--- src/acrl_pkg.sv ---
package acrl_pkg;

  localparam int MAX_CHUNK = 512;

  localparam int SAMPLE_W = 16;
  localparam int LEVEL_W = 17;
  localparam int CFG_W = 16;
  localparam int CFG_IDX_W = 1;

  // Sample count saturates at MAX_CHUNK, so it must be able to hold that value.
  localparam int CNT_W = $clog2(MAX_CHUNK + 1);
  // A square is at most 2**30, so 31 bits hold it without loss.
  localparam int SQ_W = 31;
  localparam int SUM_W = SQ_W + $clog2(MAX_CHUNK);

  localparam int ROOT_W = 16;
  localparam int SQRT_IN_W = 2 * ROOT_W;
  localparam int SQRT_REM_W = ROOT_W + 1;
  localparam int SQRT_STEPS = ROOT_W;
  localparam int DIV_STEPS = SUM_W;
  localparam int STEP_W = $clog2(DIV_STEPS);

  localparam int PROD_W = 34;

  localparam int FIFO_DEPTH = 4;
  localparam int FIFO_AW = $clog2(FIFO_DEPTH);

  localparam logic [LEVEL_W-1:0] LEVEL_FULL = 17'd65536;
  localparam logic [CFG_W-1:0] KEEP_RESET = 16'd45875;
  localparam logic [CFG_W-1:0] DECAY_RESET = 16'd52429;

  typedef enum logic {
    OP_SAMPLE = 1'b0,
    OP_TICK   = 1'b1
  } op_t;

  typedef enum logic [CFG_IDX_W-1:0] {
    CFG_SMOOTH_KEEP = 1'b0,
    CFG_TICK_DECAY  = 1'b1
  } cfg_index_t;

  typedef struct packed {
    op_t                        op;
    logic signed [SAMPLE_W-1:0] sample;
    logic                       play;
    logic                       last;
    logic [SUM_W-1:0]           sum;
    logic [CNT_W-1:0]           count;
  } entry_t;

  typedef struct packed {
    logic   valid;
    entry_t entry;
  } qport_t;

  typedef struct packed {
    logic [CFG_W-1:0] keep;
    logic [CFG_W-1:0] decay;
  } cfg_t;

endpackage

--- src/acrl_if.sv ---
interface acrl_in_if;
  import acrl_pkg::*;

  logic                       valid;
  logic                       ready;
  op_t                        op;
  logic signed [SAMPLE_W-1:0] sample;
  logic                       last;

  modport source(output valid, op, sample, last, input ready);
  modport sink(input valid, op, sample, last, output ready);
endinterface

interface acrl_out_if;
  import acrl_pkg::*;

  logic                       valid;
  logic                       ready;
  logic                       play_valid;
  logic signed [SAMPLE_W-1:0] left_out;
  logic signed [SAMPLE_W-1:0] right_out;
  logic [LEVEL_W-1:0]         level;
  logic                       level_updated;

  modport source(output valid, play_valid, left_out, right_out, level, level_updated,
                 input ready);
  modport sink(input valid, play_valid, left_out, right_out, level, level_updated,
               output ready);
endinterface

--- src/audio_chunk_rms_level_tracker.sv ---
// Chunked RMS level meter. Each sample item returns one result: the sample copied
// to left and right (dropped past MAX_CHUNK samples of a chunk) and the current
// Q1.16 level. A sample that ends no chunk is answered straight from the queue;
// the last sample of a chunk passes through the serial divider (one quotient bit
// a cycle), the serial square root (one root bit a cycle) and the S_MUL_OLD and
// S_MUL_NEW products, and a tick through its decay product. A four-entry queue
// lets the front end keep accepting and summing samples while a chunk end is
// computed. Write configuration only while no item is in flight.
module audio_chunk_rms_level_tracker (
  input  logic                          clk,
  input  logic                          rst,
  acrl_in_if.sink                       samples,
  acrl_out_if.source                    results,
  input  logic                          cfg_we,
  input  logic [acrl_pkg::CFG_IDX_W-1:0] cfg_index,
  input  logic [acrl_pkg::CFG_W-1:0]    cfg_data
);
  import acrl_pkg::*;

  cfg_t   cfg;
  qport_t push;
  qport_t head;
  logic   q_full;
  logic   pop;

  always_ff @(posedge clk) begin
    if (rst) begin
      cfg.keep <= KEEP_RESET;
      cfg.decay <= DECAY_RESET;
    end else if (cfg_we) begin
      unique case (cfg_index)
        CFG_SMOOTH_KEEP: cfg.keep <= cfg_data;
        CFG_TICK_DECAY:  cfg.decay <= cfg_data;
      endcase
    end
  end

  acrl_front u_front (
    .clk     (clk),
    .rst     (rst),
    .samples (samples),
    .push    (push),
    .q_full  (q_full)
  );

  acrl_fifo u_fifo (
    .clk  (clk),
    .rst  (rst),
    .push (push),
    .full (q_full),
    .head (head),
    .pop  (pop)
  );

  acrl_back u_back (
    .clk     (clk),
    .rst     (rst),
    .head    (head),
    .pop     (pop),
    .cfg     (cfg),
    .results (results)
  );

`ifndef SYNTHESIS
  a_level_bound: assert property (@(posedge clk) disable iff (rst)
    results.valid |-> results.level <= LEVEL_FULL)
    else $error("level above full scale");

  a_dropped_silent: assert property (@(posedge clk) disable iff (rst)
    results.valid && !results.play_valid |-> results.left_out == '0)
    else $error("dropped sample carries audio");

  a_queue_flow: assert property (@(posedge clk) disable iff (rst)
    push.valid && q_full |-> !samples.ready)
    else $error("front accepted an item while the queue was full");

  a_pop_valid: assert property (@(posedge clk) disable iff (rst)
    pop |-> head.valid)
    else $error("back end popped an empty queue");
`endif

endmodule

--- src/acrl_front.sv ---
module acrl_front (
  input  logic             clk,
  input  logic             rst,
  acrl_in_if.sink          samples,
  output acrl_pkg::qport_t push,
  input  logic             q_full
);
  import acrl_pkg::*;

  logic [CNT_W-1:0] count;
  logic [SUM_W-1:0] sum;
  logic             s1_valid;
  entry_t           s1;
  logic [SQ_W-1:0]  s1_sq;

  logic             accept;
  logic             advance;
  logic             play;
  logic [CNT_W-1:0] count_inc;
  logic signed [31:0] sq_full;
  logic [SUM_W-1:0] sum_total;

  assign advance = s1_valid && !q_full;
  assign samples.ready = !s1_valid || !q_full;
  assign accept = samples.valid && samples.ready;
  assign play = (samples.op == OP_SAMPLE) && (count < CNT_W'(MAX_CHUNK));
  assign count_inc = count + CNT_W'(play);
  assign sq_full = 32'(samples.sample) * 32'(samples.sample);
  assign sum_total = sum + SUM_W'(s1_sq);

  // The queued item carries the chunk total including its own square.
  always_comb begin
    push.valid = s1_valid;
    push.entry = s1;
    push.entry.sum = sum_total;
  end

  always_ff @(posedge clk) begin
    if (rst) begin
      s1_valid <= 1'b0;
      count <= '0;
      sum <= '0;
    end else begin
      if (advance && s1.op == OP_SAMPLE) begin
        sum <= s1.last ? '0 : sum_total;
      end
      if (accept) begin
        s1_valid <= 1'b1;
        count <= (samples.op == OP_SAMPLE && samples.last) ? '0 : count_inc;
      end else if (advance) begin
        s1_valid <= 1'b0;
      end
    end
  end

  always_ff @(posedge clk) begin
    if (accept) begin
      s1.op <= samples.op;
      s1.sample <= samples.sample;
      s1.play <= play;
      s1.last <= samples.last;
      s1.sum <= '0;
      s1.count <= count_inc;
      s1_sq <= play ? sq_full[SQ_W-1:0] : '0;
    end
  end

endmodule

--- src/acrl_fifo.sv ---
module acrl_fifo (
  input  logic             clk,
  input  logic             rst,
  input  acrl_pkg::qport_t push,
  output logic             full,
  output acrl_pkg::qport_t head,
  input  logic             pop
);
  import acrl_pkg::*;

  entry_t             slots [FIFO_DEPTH];
  logic [FIFO_AW-1:0] wr_ptr;
  logic [FIFO_AW-1:0] rd_ptr;
  logic [FIFO_AW:0]   fill;
  logic               do_push;
  logic               do_pop;

  assign full = fill == (FIFO_AW + 1)'(FIFO_DEPTH);
  assign head.valid = fill != '0;
  assign head.entry = slots[rd_ptr];
  assign do_push = push.valid && !full;
  assign do_pop = pop && head.valid;

  // Depth is a power of two, so the pointers wrap on their own.
  always_ff @(posedge clk) begin
    if (rst) begin
      wr_ptr <= '0;
      rd_ptr <= '0;
      fill <= '0;
    end else begin
      if (do_push) begin
        wr_ptr <= wr_ptr + 1'b1;
      end
      if (do_pop) begin
        rd_ptr <= rd_ptr + 1'b1;
      end
      fill <= fill + (FIFO_AW + 1)'(do_push) - (FIFO_AW + 1)'(do_pop);
    end
  end

  always_ff @(posedge clk) begin
    if (do_push) begin
      slots[wr_ptr] <= push.entry;
    end
  end

endmodule

--- src/acrl_back.sv ---
module acrl_back (
  input  logic             clk,
  input  logic             rst,
  input  acrl_pkg::qport_t head,
  output logic             pop,
  input  acrl_pkg::cfg_t   cfg,
  acrl_out_if.source       results
);
  import acrl_pkg::*;

  typedef enum logic [2:0] {
    S_IDLE,
    S_DIV,
    S_SQRT,
    S_MUL_OLD,
    S_MUL_NEW,
    S_FINISH
  } state_t;

  state_t                     state;
  logic [STEP_W-1:0]          step;
  logic [LEVEL_W-1:0]         level;
  logic                       cur_play;
  logic signed [SAMPLE_W-1:0] cur_sample;

  logic [SUM_W-1:0]           div_q;
  logic [CNT_W-1:0]           div_rem;
  logic [CNT_W-1:0]           divisor;
  logic [SQRT_IN_W-1:0]       sq_v;
  logic [SQRT_REM_W-1:0]      sq_rem;
  logic [ROOT_W-1:0]          sq_root;
  logic [PROD_W-1:0]          prod_a;
  logic [PROD_W-1:0]          prod_b;

  logic                       out_valid;
  logic                       out_play;
  logic signed [SAMPLE_W-1:0] out_sample;
  logic [LEVEL_W-1:0]         out_level;
  logic                       out_updated;

  logic                       out_free;
  logic                       out_load;
  logic [CNT_W:0]             div_sh;
  logic                       div_ge;
  logic [CNT_W-1:0]           div_rem_next;
  logic [SUM_W-1:0]           div_q_next;
  logic [SQRT_IN_W-1:0]       mean_sq;
  logic [SQRT_REM_W+1:0]      sq_sh;
  logic [SQRT_REM_W+1:0]      sq_trial;
  logic                       sq_ge;
  logic [SQRT_REM_W-1:0]      sq_rem_next;
  logic [ROOT_W-1:0]          sq_root_next;
  logic [LEVEL_W-1:0]         root2;
  logic [LEVEL_W-1:0]         weight_new;
  logic [32:0]                mul_old;
  logic [33:0]                mul_new;
  logic [32:0]                mul_tick;
  logic [PROD_W:0]            total;
  logic [PROD_W-16:0]         scaled;
  logic [LEVEL_W-1:0]         new_level;

  assign out_free = !out_valid || results.ready;
  assign pop = (state == S_IDLE) && head.valid &&
               (head.entry.op == OP_TICK || head.entry.last || out_free);
  // A result is loaded either straight from the queue or when a level update finishes.
  assign out_load = (pop && head.entry.op == OP_SAMPLE && !head.entry.last) ||
                    (state == S_FINISH && out_free);

  // Restoring division of the chunk total by the sample count, one bit a cycle.
  assign div_sh = {div_rem, div_q[SUM_W-1]};
  assign div_ge = div_sh >= {1'b0, divisor};
  assign div_rem_next = div_ge ? CNT_W'(div_sh - {1'b0, divisor}) : div_sh[CNT_W-1:0];
  assign div_q_next = {div_q[SUM_W-2:0], div_ge};
  // An empty chunk cannot reach here, but a zero count is still read as silence.
  assign mean_sq = (divisor == '0) ? '0 : SQRT_IN_W'(div_q_next[SQ_W-1:0]);

  // Digit-by-digit square root, one result bit a cycle.
  assign sq_sh = {sq_rem, sq_v[SQRT_IN_W-1 -: 2]};
  assign sq_trial = (SQRT_REM_W + 2)'({sq_root, 2'b01});
  assign sq_ge = sq_sh >= sq_trial;
  assign sq_rem_next = sq_ge ? SQRT_REM_W'(sq_sh - sq_trial) : SQRT_REM_W'(sq_sh);
  assign sq_root_next = {sq_root[ROOT_W-2:0], sq_ge};

  assign root2 = ({sq_root, 1'b0} > LEVEL_FULL) ? LEVEL_FULL : {sq_root, 1'b0};
  assign weight_new = LEVEL_FULL - LEVEL_W'(cfg.keep);
  assign mul_old = cfg.keep * level;
  assign mul_new = weight_new * root2;
  assign mul_tick = level * cfg.decay;

  assign total = (PROD_W + 1)'(prod_a) + (PROD_W + 1)'(prod_b);
  assign scaled = total[PROD_W:16];
  assign new_level = (scaled > (PROD_W - 15)'(LEVEL_FULL)) ? LEVEL_FULL
                                                            : scaled[LEVEL_W-1:0];

  assign results.valid = out_valid;
  assign results.play_valid = out_play;
  assign results.left_out = out_sample;
  assign results.right_out = out_sample;
  assign results.level = out_level;
  assign results.level_updated = out_updated;

  always_ff @(posedge clk) begin
    if (rst) begin
      state <= S_IDLE;
      out_valid <= 1'b0;
      level <= '0;
    end else begin
      if (out_load) begin
        out_valid <= 1'b1;
      end else if (results.ready) begin
        out_valid <= 1'b0;
      end
      unique case (state)
        S_IDLE: begin
          if (pop) begin
            cur_play <= head.entry.play;
            cur_sample <= head.entry.play ? head.entry.sample : '0;
            if (head.entry.op == OP_TICK) begin
              prod_a <= PROD_W'(mul_tick);
              prod_b <= '0;
              state <= S_FINISH;
            end else if (head.entry.last) begin
              div_q <= head.entry.sum;
              div_rem <= '0;
              divisor <= head.entry.count;
              step <= STEP_W'(DIV_STEPS - 1);
              state <= S_DIV;
            end else begin
              out_play <= head.entry.play;
              out_sample <= head.entry.play ? head.entry.sample : '0;
              out_level <= level;
              out_updated <= 1'b0;
            end
          end
        end
        S_DIV: begin
          div_q <= div_q_next;
          div_rem <= div_rem_next;
          if (step == '0) begin
            sq_v <= mean_sq;
            sq_rem <= '0;
            sq_root <= '0;
            step <= STEP_W'(SQRT_STEPS - 1);
            state <= S_SQRT;
          end else begin
            step <= step - 1'b1;
          end
        end
        S_SQRT: begin
          sq_v <= {sq_v[SQRT_IN_W-3:0], 2'b00};
          sq_rem <= sq_rem_next;
          sq_root <= sq_root_next;
          step <= step - 1'b1;
          if (step == '0) begin
            state <= S_MUL_OLD;
          end
        end
        S_MUL_OLD: begin
          prod_a <= PROD_W'(mul_old);
          state <= S_MUL_NEW;
        end
        S_MUL_NEW: begin
          prod_b <= mul_new;
          state <= S_FINISH;
        end
        S_FINISH: begin
          if (out_free) begin
            level <= new_level;
            out_play <= cur_play;
            out_sample <= cur_sample;
            out_level <= new_level;
            out_updated <= 1'b1;
            state <= S_IDLE;
          end
        end
        default: state <= S_IDLE;
      endcase
    end
  end

endmodule
--- src/flat_wrapper.sv ---
// flat-port wrapper written by rule: the top's interface ports become plain ports
module audio_chunk_rms_level_tracker_flat import acrl_pkg::*;
  (clk, rst, cfg_we, cfg_index, cfg_data, samples_valid, samples_op, samples_sample, samples_last, samples_ready, results_valid, results_play_valid, results_left_out, results_right_out, results_level, results_level_updated, results_ready);
  acrl_in_if samples_i ();
  acrl_out_if results_i ();
  input  logic clk;
  input  logic rst;
  input  logic cfg_we;
  input  logic [acrl_pkg::CFG_IDX_W-1:0] cfg_index;
  input  logic [acrl_pkg::CFG_W-1:0] cfg_data;
  input wire logic [$bits(samples_i.valid)-1:0] samples_valid;
  input wire logic [$bits(samples_i.op)-1:0] samples_op;
  input wire logic [$bits(samples_i.sample)-1:0] samples_sample;
  input wire logic [$bits(samples_i.last)-1:0] samples_last;
  output wire logic [$bits(samples_i.ready)-1:0] samples_ready;
  output wire logic [$bits(results_i.valid)-1:0] results_valid;
  output wire logic [$bits(results_i.play_valid)-1:0] results_play_valid;
  output wire logic [$bits(results_i.left_out)-1:0] results_left_out;
  output wire logic [$bits(results_i.right_out)-1:0] results_right_out;
  output wire logic [$bits(results_i.level)-1:0] results_level;
  output wire logic [$bits(results_i.level_updated)-1:0] results_level_updated;
  input wire logic [$bits(results_i.ready)-1:0] results_ready;
  assign samples_i.valid = samples_valid;
  assign samples_i.op = samples_op;
  assign samples_i.sample = samples_sample;
  assign samples_i.last = samples_last;
  assign samples_ready = samples_i.ready;
  assign results_valid = results_i.valid;
  assign results_play_valid = results_i.play_valid;
  assign results_left_out = results_i.left_out;
  assign results_right_out = results_i.right_out;
  assign results_level = results_i.level;
  assign results_level_updated = results_i.level_updated;
  assign results_i.ready = results_ready;
  audio_chunk_rms_level_tracker u_core (.clk(clk), .rst(rst), .samples(samples_i), .results(results_i), .cfg_we(cfg_we), .cfg_index(cfg_index), .cfg_data(cfg_data));
endmodule
--- config.mk ---
export PLATFORM = sky130hd
export DESIGN_NAME = audio_chunk_rms_level_tracker_flat
export DESIGN_NICKNAME = d
export VERILOG_FILES = /design/src/acrl_pkg.sv /design/src/acrl_if.sv /design/src/audio_chunk_rms_level_tracker.sv /design/src/acrl_front.sv /design/src/acrl_fifo.sv /design/src/acrl_back.sv /design/src/flat_wrapper.sv
export SDC_FILE = /design/constraint.sdc
export NUM_CORES = 2
export LEC_CHECK = 0
export ABC_AREA = 1
export BUFFER_PORTS_ARGS = -buffer_cell sky130_fd_sc_hd__buf_2
export CORE_ASPECT_RATIO = 1.25
export CORE_MARGIN = 5
export CORE_UTILIZATION = 53
export DETAILED_ROUTE_END_ITERATION = 8
export GPL_ROUTABILITY_DRIVEN = 0
export PLACE_DENSITY = 0.72
export SYNTH_ARGS = -nofsm -noshare
export SYNTH_HDL_FRONTEND = slang
export SYNTH_SLANG_ARGS = --single-unit
export TNS_END_PERCENT = 50
--- constraint.sdc ---
create_clock -name clk -period 6.33 [get_ports clk]
set_input_delay 0.3165 -clock clk [delete_from_list [all_inputs] [get_ports clk]]
set_output_delay 0.3165 -clock clk [all_outputs]
set_load 0.05 [all_outputs]
==> summary.md <==
| Metric | Value |
|---|---|
| Post-Synthesis Cells | `7918` |
| Die width | `330.6 um` |
| # DRC | `0` |
| Register area | `0.01981 mm2` |
| Avg WL per Cell | `18.31 um` |
| Met1 Wirelength | `70040 um` |
| Largest net degree at the start of global routing | `85` |
| Max VDD drop | `0.001204 V` |
| Worst path max stage delay | `0.56 ns` |
| Area Overhead vs Synth | `13.07%` |
| DR vias | `54260` |
| Hold crit path type | `input pin to register` |
| CTS buffer count | `73` |
| Period utilization | `1.071` |
| FF+latch count, synth | `696` |
| Area of the core | `0.1280 mm2` |
| Status | `finished, violations left` |
| Yosys top cell area share | `0.2571` |
| First-pass GRT wire length | `293800 um` |
| Initial DRT Pass Iterations | `6` |
| Critical Path Start Type | `register` |
| Synthesized area | `0.06810 mm2` |
| Post-route cell area | `0.07700 mm2` |
| Maxcap violations | `0` |
| Row count | `147` |
| TNS Setup | `-5.719 ns` |
| H-tree depth | `3` |
| Layout cells sized above 1 | `0.1122` |
| CP max stage cell | `fa_1` |
| CP dominant cell by count | `fa_1` |
| Met3 wire length | `15730 um` |
| Root Driver | `clkbuf_16` |
| Top cells by area, synth | `edfxtp_1 26%, fa_1 25%, inv_1 9.7%, nand2_1 9.5%, ha_1 9.3%` |
| Worst slew pin tran | `1.151 ns` |
| Total Wirelength | `183500 um` |
| Die Height | `410.8 um` |
| Total Nets Final | `9649` |
| Most common cell in the netlist | `inv_1` |
| Die area | `0.1358 mm2` |
| TritonCTS clock tree | `built` |
| Drt initial violations | `4507` |
| P per Cell Area | `552.4 mW/mm2` |
| WS Path Type | `register to register` |
| Yosys warns | `0` |
| Top FF cell, synth | `edfxtp_1` |
| Asr flop ratio synth | `0` |
| Worst setup margin | `-0.4489 ns` |
| Initial antenna violation count | `6` |
| Final HPWL from detailed placement | `142300 um` |
| Failing checks | `setup timing` |
| Clock Skew | `0.03238 ns` |
| Crit path arrival time | `7.20 ns` |
| # fillers | `10700` |
| Total GRT Usage | `0.2733` |
| Clock sink total | `696` |
| Static leakage | `37.05 nW` |
| Sequential share of the synthesized area | `0.2903` |
| Placed inst area | `0.07310 mm2` |
| Vias/cell | `5.414` |
| Post-synthesis cell type count | `52` |
| Worst-path clk slew | `0.07 ns` |
| CTS Buffer Depth | `3` |
| Largest area contributor in the synthesized netlist | `edfxtp_1` |
| Slew Limit Fails | `0` |
| Max Used Layer | `met5` |
| RSZ-0062 raised after global routing | `yes` |
| Worst skew pair latency | `0.68 ns` |
| Met2 routed wirelength | `88170 um` |
| Tmin final | `6.779 ns` |
| Syn Nets | `9321` |
| Final setup viols | `20` |
| Util after Layout | `0.6015` |
| CP max FO | `5` |
| GRT overflow | `0` |
| Syn Area/Cell | `8.600 um2` |
| CP Capture Type | `register` |
| DRT antenna net count | `0` |
| Vias in the first global route | `56500` |
| Post-synth EDFFs | `583` |
| Initial Utilization | `0.5320` |
| Top achievable clock speed | `147.5 MHz` |
| Hold Fails Final Rpt | `0` |
| I/O pins | `93` |
| Post-synth top cells | `1756 x inv_1, 1717 x nand2_1, 859 x fa_1` |
| Multi-input combinational cell area | `0.04143 mm2` |
| Critical Path RT | `6.75 ns` |
| Input/output buffers | `92` |
| Slew headroom | `0.2313` |
[per-layer routing]
layer | vias to the layer above | track usage
li1 | 25110 | -
met1 | 26390 | 0.3427
met3 | 526 | 0.04798
met4 | 2 | 0.1242
met2 | 2239 | 0.4637
met5 | - | 0
[cells by family (layout without fill, tap and decap cells)]
group | count (synthesis) | in the layout | synth area share
and+or+nand+nor | 2576 | 2576 | 0.1484
other | 0 | 5 | 0
xor gates and xnor gates | 114 | 114 | 0.01466
muxes | 1 | 1 | 0.0001654
adders and majority gates | 1363 | 1363 | 0.3451
buffers and inverters | 2084 | 2471 | 0.1159
AOI/OAI and AO/OA | 1084 | 1084 | 0.08542
DFF | 696 | 696 | 0.2903
[report_power, final]
| group | total, mW | internal (mW) | switching (mW) |
|---|---|---|---|
| sequential | 6.90 | 6.43 | 0.478 |
| clock | 4.57 | 2.59 | 1.98 |
| combinational | 31.1 | 12.5 | 18.5 |
[registers in the layout, summed over array words and instances, names as in the netlist, 29 cells and up, named ones only]
register	cells
u_core.u_back.div_q	40
u_core.u_back.prod_b	33
u_core.u_back.sq_v	32
u_core.u_fifo.slots	276
u_core.u_front.push	29
u_core.u_back.prod_a	32
u_core.cfg	32
u_core.u_front.s1_sq	30
u_core.u_front.sum	40
[stage by stage]
stage	setup slack [ns]	total power, mW	std cells	hold slack [ns]
2_1_floorplan	-0.1591	24.49	7918	0.4154
3_3_place_gp	-0.4119	32.97	9821	0.4475
3_5_place_dp	-0.4963	33.50	9821	0.4551
4_1_cts	-0.3373	39.75	10010	0.001938
5_1_grt	-0.7693	46.23	10020	0.03538
6_report	-0.4489	42.53	10020	0.05427
[layout by cell type, fill, tap and decap left out, types with 18 or more instances in the layout]
cell and count:
nand4_1 35, fa_1 849, buf_6 24, nand2_1 1677, xnor2_1 51, nor3_1 35, nor2_1 572, o21ai_0 448
buf_12 18, nand3_1 120, buf_2 93, a21oi_2 20, edfxtp_1 583, nor2_2 23, clkbuf_16 73, inv_2 33
inv_1 1720, o22ai_1 60, nand2_2 34, buf_4 422, nor2_4 18, a31oi_1 21, ha_4 18, o21ai_1 30
o211ai_1 18, ha_1 484, a21oi_1 371, dfxtp_1 94, xor2_1 63
[worst paths after layout]
kind / start / to / slack [ns] / cells after the start
worst max-delay path: u_core.cfg[16]$_SDFFE_PP1P_ / u_core.u_back.prod_b[28]$_SDFFCE_PN0P_ / -0.45 / 29
worst min-delay path: samples_sample[2] / u_core.u_front.push[54]$_DFFE_PP_ / 0.05 / 1
worst max register to register: u_core.cfg[16]$_SDFFE_PP1P_ / u_core.u_back.prod_b[28]$_SDFFCE_PN0P_ / -0.45 / 29
worst min register to register: u_core.u_front.sum[14]$_SDFFE_PP0P_ / u_core.u_front.sum[14]$_SDFFE_PP0P_ / 0.47 / 2
[timing repair]
item,CTS,global route
gates resized for setup,120,145
pin swaps,74,54
endpoints found under the hold margin,10,0
endpoints found under the setup margin,23,34
buffers inserted,41,13
hold buffers,10,0
cloned,2,0
[critical path, delay by kind of cell, from the launching register on]
family,cells,cell delay (ns)
flip-flops,1,0.35
AO/OA/AOI/OAI,4,0.66
buffers and inverters,7,0.57
adder cells (fa/ha/maj),7,3.36
AND/OR/NAND/NOR,11,1.57
[area by class of cell]
cell class,instances,share of cell area
Clock buffer,91,0.02499
Sequential cell,696,0.2572
Multi-Input combinational cell,5138,0.5381
Antenna cell,5,0.0001625
Inverter,1767,0.08648
Clock inverter,43,0.008060
Timing Repair inverter,1,0.00009750
Tap cell,1713,0.02784
Timing Repair Buffer,569,0.05707
(Power assumes the default switching activity.)
